File: config.mk
export PLATFORM = sky130hd
export DESIGN_NAME = utf8_byte_stream_decoder_top
export DESIGN_NICKNAME = d
export VERILOG_FILES = /design/src/rtl/u8dec_pkg.sv /design/src/rtl/u8dec_front.sv /design/src/rtl/u8dec_queue.sv /design/src/rtl/u8dec_back.sv /design/src/rtl/utf8_byte_stream_decoder_top.sv
export SDC_FILE = /design/constraint.sdc
export NUM_CORES = 1
export LEC_CHECK = 0
export BUFFER_PORTS_ARGS = -buffer_cell sky130_fd_sc_hd__buf_2
export CAP_MARGIN = 20
export CORE_UTILIZATION = 27
export DETAILED_ROUTE_END_ITERATION = 6
export PLACE_DENSITY = 0.4
export SKIP_CTS_REPAIR_TIMING = 1
export SYNTH_ARGS = -nofsm -noshare
export SYNTH_HDL_FRONTEND = slang
export SYNTH_HIERARCHICAL = 1
export SYNTH_SLANG_ARGS = --single-unit
File: constraint.sdc
create_clock -name clk -period 6.8 [get_ports clk]
set_input_delay 2.04 -clock clk [delete_from_list [all_inputs] [get_ports clk]]
set_output_delay 2.04 -clock clk [all_outputs]
set_load 0.03 [all_outputs]
File: src/rtl/u8dec_pkg.sv
package u8dec_pkg;

    localparam logic [7:0] ASCII_LIMIT = 8'h80;
    localparam logic [7:0] MASK_LEAD2  = 8'hE0;
    localparam logic [7:0] TAG_LEAD2   = 8'hC0;
    localparam logic [7:0] MASK_LEAD3  = 8'hF0;
    localparam logic [7:0] TAG_LEAD3   = 8'hE0;
    localparam logic [7:0] MASK_LEAD4  = 8'hF8;
    localparam logic [7:0] TAG_LEAD4   = 8'hF0;
    localparam logic [7:0] MASK_CONT   = 8'h3F;
    localparam logic [7:0] MASK_BITS2  = 8'h1F;
    localparam logic [7:0] MASK_BITS3  = 8'h0F;
    localparam logic [7:0] MASK_BITS4  = 8'h07;

    localparam logic [2:0] LEN_ONE   = 3'd1;
    localparam logic [2:0] LEN_TWO   = 3'd2;
    localparam logic [2:0] LEN_THREE = 3'd3;
    localparam logic [2:0] LEN_FOUR  = 3'd4;

    typedef struct packed {
        logic [7:0] in_byte;
        logic       end_of_text;
    } in_beat_t;

    typedef struct packed {
        logic [20:0] code_point;
        logic        last_of_run;
    } out_beat_t;

    // finite string of one to four bytes handed to the back end
    typedef struct packed {
        logic [3:0][7:0] bytes;
        logic [2:0]      count;
    } job_t;

    function automatic logic [2:0] seq_len(input logic [7:0] b);
        logic [2:0] len;
        if (b < ASCII_LIMIT)
            len = LEN_ONE;
        else if ((b & MASK_LEAD2) == TAG_LEAD2)
            len = LEN_TWO;
        else if ((b & MASK_LEAD3) == TAG_LEAD3)
            len = LEN_THREE;
        else if ((b & MASK_LEAD4) == TAG_LEAD4)
            len = LEN_FOUR;
        else
            len = LEN_ONE;
        return len;
    endfunction

endpackage

File: src/rtl/u8dec_front.sv
module u8dec_front (
    input  logic                clk,
    input  logic                rst_n,
    input  logic                accept,
    input  u8dec_pkg::in_beat_t beat,
    output logic                push,
    output u8dec_pkg::job_t     job
);

    logic [2:0][7:0] pend_reg, pend_next;
    logic [1:0]      cnt_reg, cnt_next;
    logic [2:0]      need_reg, need_next;

    logic [1:0] cnt_eff;
    logic [2:0] m;
    logic [2:0] len;
    logic       hold;

    always_comb
    begin
        cnt_eff = (need_reg == 3'd0) ? 2'd0 : cnt_reg;
        m       = {1'b0, cnt_eff} + 3'd1;
        len     = u8dec_pkg::seq_len(beat.in_byte);
        hold    = !beat.end_of_text &&
                  (((need_reg == 3'd0) && (len > u8dec_pkg::LEN_ONE)) ||
                   ((need_reg != 3'd0) && (m < need_reg)));

        // pending bytes first, then the new byte
        for (int j = 0; j < 4; j++)
        begin
            if (j < 3 && j < int'(cnt_eff))
                job.bytes[j] = pend_reg[j];
            else if (j == int'(cnt_eff))
                job.bytes[j] = beat.in_byte;
            else
                job.bytes[j] = 8'h00;
        end
        job.count = m;
        push      = accept && !hold;

        pend_next = pend_reg;
        cnt_next  = cnt_reg;
        need_next = need_reg;
        if (accept)
        begin
            if (hold)
            begin
                if (need_reg == 3'd0)
                begin
                    pend_next[0] = beat.in_byte;
                    cnt_next     = 2'd1;
                    need_next    = len;
                end
                else
                begin
                    pend_next[cnt_eff] = beat.in_byte;
                    cnt_next           = m[1:0];
                end
            end
            else
            begin
                pend_next = '0;
                cnt_next  = 2'd0;
                need_next = 3'd0;
            end
        end
    end

    always_ff @(posedge clk or negedge rst_n)
    begin
        if (!rst_n)
        begin
            pend_reg <= '0;
            cnt_reg  <= 2'd0;
            need_reg <= 3'd0;
        end
        else
        begin
            pend_reg <= pend_next;
            cnt_reg  <= cnt_next;
            need_reg <= need_next;
        end
    end

endmodule

File: src/rtl/u8dec_queue.sv
module u8dec_queue (
    input  logic            clk,
    input  logic            rst_n,
    input  logic            push,
    input  u8dec_pkg::job_t push_job,
    output logic            full,
    input  logic            pop,
    output logic            not_empty,
    output u8dec_pkg::job_t head_job
);

    u8dec_pkg::job_t slot_reg [2];
    logic            wr_ptr_reg, wr_ptr_next;
    logic            rd_ptr_reg, rd_ptr_next;
    logic [1:0]      fill_reg, fill_next;

    always_comb
    begin
        full        = (fill_reg == 2'd2);
        not_empty   = (fill_reg != 2'd0);
        head_job    = slot_reg[rd_ptr_reg];
        wr_ptr_next = push ? !wr_ptr_reg : wr_ptr_reg;
        rd_ptr_next = pop ? !rd_ptr_reg : rd_ptr_reg;
        fill_next   = fill_reg;
        if (push && !pop)
            fill_next = fill_reg + 2'd1;
        else if (!push && pop)
            fill_next = fill_reg - 2'd1;
    end

    always_ff @(posedge clk)
    begin
        if (push)
            slot_reg[wr_ptr_reg] <= push_job;
    end

    always_ff @(posedge clk or negedge rst_n)
    begin
        if (!rst_n)
        begin
            wr_ptr_reg <= 1'b0;
            rd_ptr_reg <= 1'b0;
            fill_reg   <= 2'd0;
        end
        else
        begin
            wr_ptr_reg <= wr_ptr_next;
            rd_ptr_reg <= rd_ptr_next;
            fill_reg   <= fill_next;
        end
    end

endmodule

File: src/rtl/u8dec_back.sv
module u8dec_back (
    input  logic                 clk,
    input  logic                 rst_n,
    input  logic                 job_valid,
    input  u8dec_pkg::job_t      job,
    output logic                 pop,
    output logic                 out_valid,
    input  logic                 out_stall,
    output u8dec_pkg::out_beat_t out_beat
);

    logic [1:0]           pos_reg, pos_next;
    logic                 valid_reg, valid_next;
    u8dec_pkg::out_beat_t beat_reg, beat_next;

    logic [7:0]  b0, b1, b2, b3;
    logic [2:0]  rem, len, step, nxt;
    logic        whole, done, load;
    logic [20:0] cp;

    always_comb
    begin
        b0    = job.bytes[pos_reg];
        b1    = job.bytes[pos_reg + 2'd1];
        b2    = job.bytes[pos_reg + 2'd2];
        b3    = job.bytes[pos_reg + 2'd3];
        rem   = job.count - {1'b0, pos_reg};
        len   = u8dec_pkg::seq_len(b0);
        whole = (len > u8dec_pkg::LEN_ONE) && (rem >= len);

        cp = {13'd0, b0};
        if (whole)
        begin
            case (len)
                u8dec_pkg::LEN_TWO:   cp = {10'd0, b0[4:0], b1[5:0]};
                u8dec_pkg::LEN_THREE: cp = {5'd0, b0[3:0], b1[5:0], b2[5:0]};
                u8dec_pkg::LEN_FOUR:  cp = {b0[2:0], b1[5:0], b2[5:0], b3[5:0]};
                default:              cp = {13'd0, b0};
            endcase
        end

        step = whole ? len : u8dec_pkg::LEN_ONE;
        nxt  = {1'b0, pos_reg} + step;
        done = (nxt >= job.count);
        load = job_valid && (!valid_reg || !out_stall);
        pop  = load && done;

        pos_next   = pos_reg;
        valid_next = valid_reg;
        beat_next  = beat_reg;
        if (load)
        begin
            pos_next              = done ? 2'd0 : nxt[1:0];
            valid_next            = 1'b1;
            beat_next.code_point  = cp;
            beat_next.last_of_run = done;
        end
        else if (!out_stall)
            valid_next = 1'b0;

        out_valid = valid_reg;
        out_beat  = beat_reg;
    end

    always_ff @(posedge clk)
    begin
        beat_reg <= beat_next;
    end

    always_ff @(posedge clk or negedge rst_n)
    begin
        if (!rst_n)
        begin
            pos_reg   <= 2'd0;
            valid_reg <= 1'b0;
        end
        else
        begin
            pos_reg   <= pos_next;
            valid_reg <= valid_next;
        end
    end

endmodule

File: src/rtl/utf8_byte_stream_decoder_top.sv
// a result beat passes the job queue and then the output register after the byte closing its string is taken
// throughput: one byte per cycle while the job queue is not full; the back end emits one code
// point per cycle unless stalled, and a byte may release up to three code points on a cut-off tail
// reset: rst_n clears pending sequence state, the two-entry job queue and the output valid flag
module utf8_byte_stream_decoder_top (
    input  logic                 clk,
    input  logic                 rst_n,
    input  logic                 byte_valid,
    output logic                 byte_stall,
    input  u8dec_pkg::in_beat_t  byte_data,
    output logic                 cp_valid,
    input  logic                 cp_stall,
    output u8dec_pkg::out_beat_t cp_data
);

    // front end: collects multi-byte sequences, hands each closed string on as a job
    // back end: walks a job one code point per cycle into the output register while the output is not stalled
    logic            accept;
    logic            push;
    u8dec_pkg::job_t push_job;
    logic            q_full;
    logic            pop;
    logic            q_not_empty;
    u8dec_pkg::job_t head_job;

    // bytes wait only while the job queue is full
    assign byte_stall = q_full;
    assign accept     = byte_valid && !byte_stall;

    u8dec_front u_front (
        .clk    (clk),
        .rst_n  (rst_n),
        .accept (accept),
        .beat   (byte_data),
        .push   (push),
        .job    (push_job)
    );

    // short queue lets the front keep taking bytes while a long job drains
    u8dec_queue u_queue (
        .clk       (clk),
        .rst_n     (rst_n),
        .push      (push),
        .push_job  (push_job),
        .full      (q_full),
        .pop       (pop),
        .not_empty (q_not_empty),
        .head_job  (head_job)
    );

    u8dec_back u_back (
        .clk       (clk),
        .rst_n     (rst_n),
        .job_valid (q_not_empty),
        .job       (head_job),
        .pop       (pop),
        .out_valid (cp_valid),
        .out_stall (cp_stall),
        .out_beat  (cp_data)
    );

endmodule

==> summary.json <==
{
  "die_w_um": 161,
  "crit_arrival_ps": 5860,
  "postSynthCellCount": 504,
  "p_seq_frac": 0.311,
  "grt_setup_unrepaired": "false",
  "drt_pre_antenna_iters": 5,
  "power.share.combinational": 0.439,
  "drc_markers": 0,
  "first_global_vias": 4190,
  "syn-mean-instance-area_um2": 13.6,
  "ys_warn_count": 6,
  "mappedNetlistArea_um2": 6860,
  "areaGrowthSynthToFinish_pct": 15.0,
  "syn_nets": 531,
  "timing.critical_path.from_type": "register",
  "placeable_core_region_um2": 24600,
  "die_h_um": 161,
  "hpwlAfterDp_mm": 10.8,
  "mostFrequentLayoutCell": "edfxtp_1",
  "power.share.clock": 0.249,
  "cp_common_cell": "ha_1",
  "cts-root-to-sink-buffers": 2,
  "detailedRoute.firstIterationViolations": 223,
  "cellInternalPower_uw": 2470,
  "max_reg_flops": 70,
  "post_route_wl_mm": 15.2,
  "avgViaCountPerCell": 4.76,
  "min-delay-path-class": "reg -> reg",
  "std_cell_rows": 57,
  "swShare": 0.376,
  "synth_register_bits": 128,
  "crit_path_end_kind": "register",
  "globalRouteMet2Util": 0.187,
  "clock_skew_ps": 7.22,
  "period_minus_slack_ps": 5570,
  "postSynth.asyncResetShare": 0.281,
  "timing.setup.critical_path_class": "reg -> reg",
  "max_cap_violations": 0,
  "critPathSlowestCell": "dfrtp_2",
  "most_used_cells_in_the_layout_excluding_fill_and_tap_cells": "edfxtp_1 (92), nor2_1 (40), buf_2 (36)",
  "clock_insertion_delay_worst_skew_ps": 410,
  "netSwitchingPower_uw": 1490,
  "grt_usage": 0.121,
  "insertedDiodeCount": 0,
  "clk_root_buffer_cell": "clkbuf_16",
  "ir_worst_vdd_mv": 0.175,
  "cts_tree": "built",
  "worstPathCellList": "mux2_2, mux4_2, nand3b_1, or2_1, ha_1, a21oi_1, nor2_1, fa_1, ha_1, a21o_1, a21o_1, and2_1, inv_1, ha_1, xor2_1, nor2_1, xor2_1",
  "starting_density": 0.279,
  "achievable-frequency_mhz": 180,
  "groute.layer.met1.usage": 0.168,
  "max_stage_delay_ps": 840,
  "design.die.area_um2": 26000,
  "top_level_ports": 37,
  "antenna_violations_before_repair": 0,
  "wl_per_cell_um": 17.5,
  "report.final.slew_viol_count": 0,
  "synth_seq_area_share": 0.534,
  "finish.net_count": 559,
  "cts_htree_levels": 4,
  "dominant_register_cell_in_the_synthesized_netlist": "edfxtp_1",
  "grt_pass1_wl_mm": 24.0,
  "regToRegSetupSlack_ps": 1230,
  "report.final.setup_viol": 0,
  "worst_slew_pin_tran_ps": 964,
  "clock-sinks": 128,
  "power_density_nw_per_um2": 501,
  "tritoncts.num_buffers": 17,
  "synth-edff-count": 92,
  "pin_count_of_the_biggest_net_entering_global_routing": 37,
  "layout_worst_path_cycle_share": 0.819,
  "path_buf_inv": 1,
  "outcome": "complete, no violations",
  "setup_total_negative_slack_ps": 0,
  "final-hold-violation-count": 0,
  "grt_ovf": 0,
  "grt.met3_usage": 0.0293,
  "post_route_cells_drive_above_1_share": 0.297,
  "fin_total_pwr_uw": 3950,
  "critical_path.max_fanout": 25,
  "detailroute.via_count": 4136,
  "weighted_congestion_reported_at_the_end_of_routability_driven_placement": 0.857,
  "timing.slew.headroom": 0.357,
  "io_buffer_count": 36,
  "worst_setup_hold_path_clk_slew_ps": 60,
  "busiest_layer": "met2",
  "p_leak_uw": 0.00309,
  "yosys.cell_types.count": 66,
  "worst_path_dominant_cell_family": "adder cells",
  "postRouteAntennaNets": 0,
  "critPathRequiredTime_ps": 7090
}
==> power by group through the flow <==
| stage | Clock (uW) | Sequential [uW] | Combinational, uW |
|---|---|---|---|
| floorplan | 0 | 1290 | 1330 |
| global placement | 0 | 1250 | 1720 |
| detailed placement | 0 | 1260 | 1720 |
| CTS | 1010 | 1240 | 1730 |
| global route | 1040 | 1260 | 1890 |
| finish | 986 | 1230 | 1740 |
==> cell families (layout without fill, tap and decap cells) <==
group / after synthesis / count (layout) / synth area share
and+or+nand+nor: 129 / 129 / 0.0962
adders and majority gates: 14 / 14 / 0.0277
buffers and inverters: 48 / 89 / 0.0465
AOI/OAI and AO/OA: 85 / 85 / 0.114
muxes: 93 / 93 / 0.172
DFF: 128 / 128 / 0.534
xor gates and xnor gates: 7 / 7 / 0.00894
==> synth_stat cells (2+ instances only) <==
master | n | area share
edfxtp_1 | 92 | 0.40
nor2_1 | 40 | 0.022
dfrtp_1 | 36 | 0.13
mux2_2 | 34 | 0.056
nand2_1 | 31 | 0.017
mux2_4 | 29 | 0.064
a22o_1 | 25 | 0.032
mux2i_1 | 25 | 0.037
inv_1 | 14 | 0.0077
and2_1 | 12 | 0.011
ha_1 | 12 | 0.022
nand3_1 | 12 | 0.0088
o22ai_1 | 12 | 0.011
buf_2 | 8 | 0.0058
buf_6 | 8 | 0.013
nor3_1 | 7 | 0.0051
o21ai_0 | 7 | 0.0051
buf_1 | 6 | 0.0033
nand2b_1 | 6 | 0.0055
nor2b_1 | 6 | 0.0055
a21oi_1 | 5 | 0.0036
clkbuf_1 | 5 | 0.0027
mux4_2 | 5 | 0.016
o31a_1 | 5 | 0.0064
a21o_1 | 4 | 0.0044
xor2_1 | 4 | 0.0051
buf_12 | 3 | 0.0088
o2111a_1 | 3 | 0.0049
o31ai_1 | 3 | 0.0033
o32a_1 | 3 | 0.0044
xnor2_1 | 3 | 0.0038
fa_1 | 2 | 0.0058
o22a_1 | 2 | 0.0026
o41ai_1 | 2 | 0.0026
o41ai_4 | 2 | 0.0080
==> layer usage <==
layer / vias up / share of wire
li1: 1963 / -
met1: 2058 / 0.50
met2: 101 / 0.45
met3: 14 / 0.040
met4: 0 / 0.014
met5: - / 0
==> final timing paths <==
check	startpoint	end	cells past startpoint
min	u_queue/fill_reg[1]	u_queue/fill_reg[1]	1
min in group asynchronous	rst_n	u_front/pend_reg[1]	1
max	u_queue/rd_ptr_reg	u_queue/fill_reg[1]	17
max in group asynchronous	rst_n	u_queue/rd_ptr_reg	1
min reg2reg	u_queue/fill_reg[1]	u_queue/fill_reg[1]	1
max reg2reg	u_queue/rd_ptr_reg	u_queue/fill_reg[1]	17
==> through the flow <==
stage | hold slack (ps) | utilization | area (um2) | worst slack, ps | std cells
after detailed placement | 473 | 0.293 | 7220 | 1290 | 836
after global routing | 511 | 0.321 | 7890 | 751 | 869
final | 480 | 0.321 | 7890 | 1230 | 869
after floorplan | 447 | - | 6860 | 1890 | 504
after global placement | 479 | 0.293 | 7220 | 1390 | 836
after CTS | 487 | 0.320 | 7860 | 1220 | 868
==> worst reg2reg max path, stage by stage, from the launching register on <==
cell	delay, ps
dfrtp_2	840
mux2_2	450
mux4_2	650
nand3b_1	170
or2_1	480
ha_1	350
a21oi_1	440
nor2_1	150
fa_1	510
ha_1	300
a21o_1	150
a21o_1	200
and2_1	170
inv_1	60
ha_1	150
xor2_1	160
nor2_1	70
xor2_1	140
==> area by class of cell <==
class / instances / area (um2)
multi-input combinational: 328 / 2880
clock buffer: 18 / 429
clock inverter: 14 / 211
sequential: 128 / 3660
tap: 324 / 405
timing repair buffer: 41 / 235
fill: 2427 / 16700
inverter: 16 / 65.1
(Power assumes the default switching activity.)
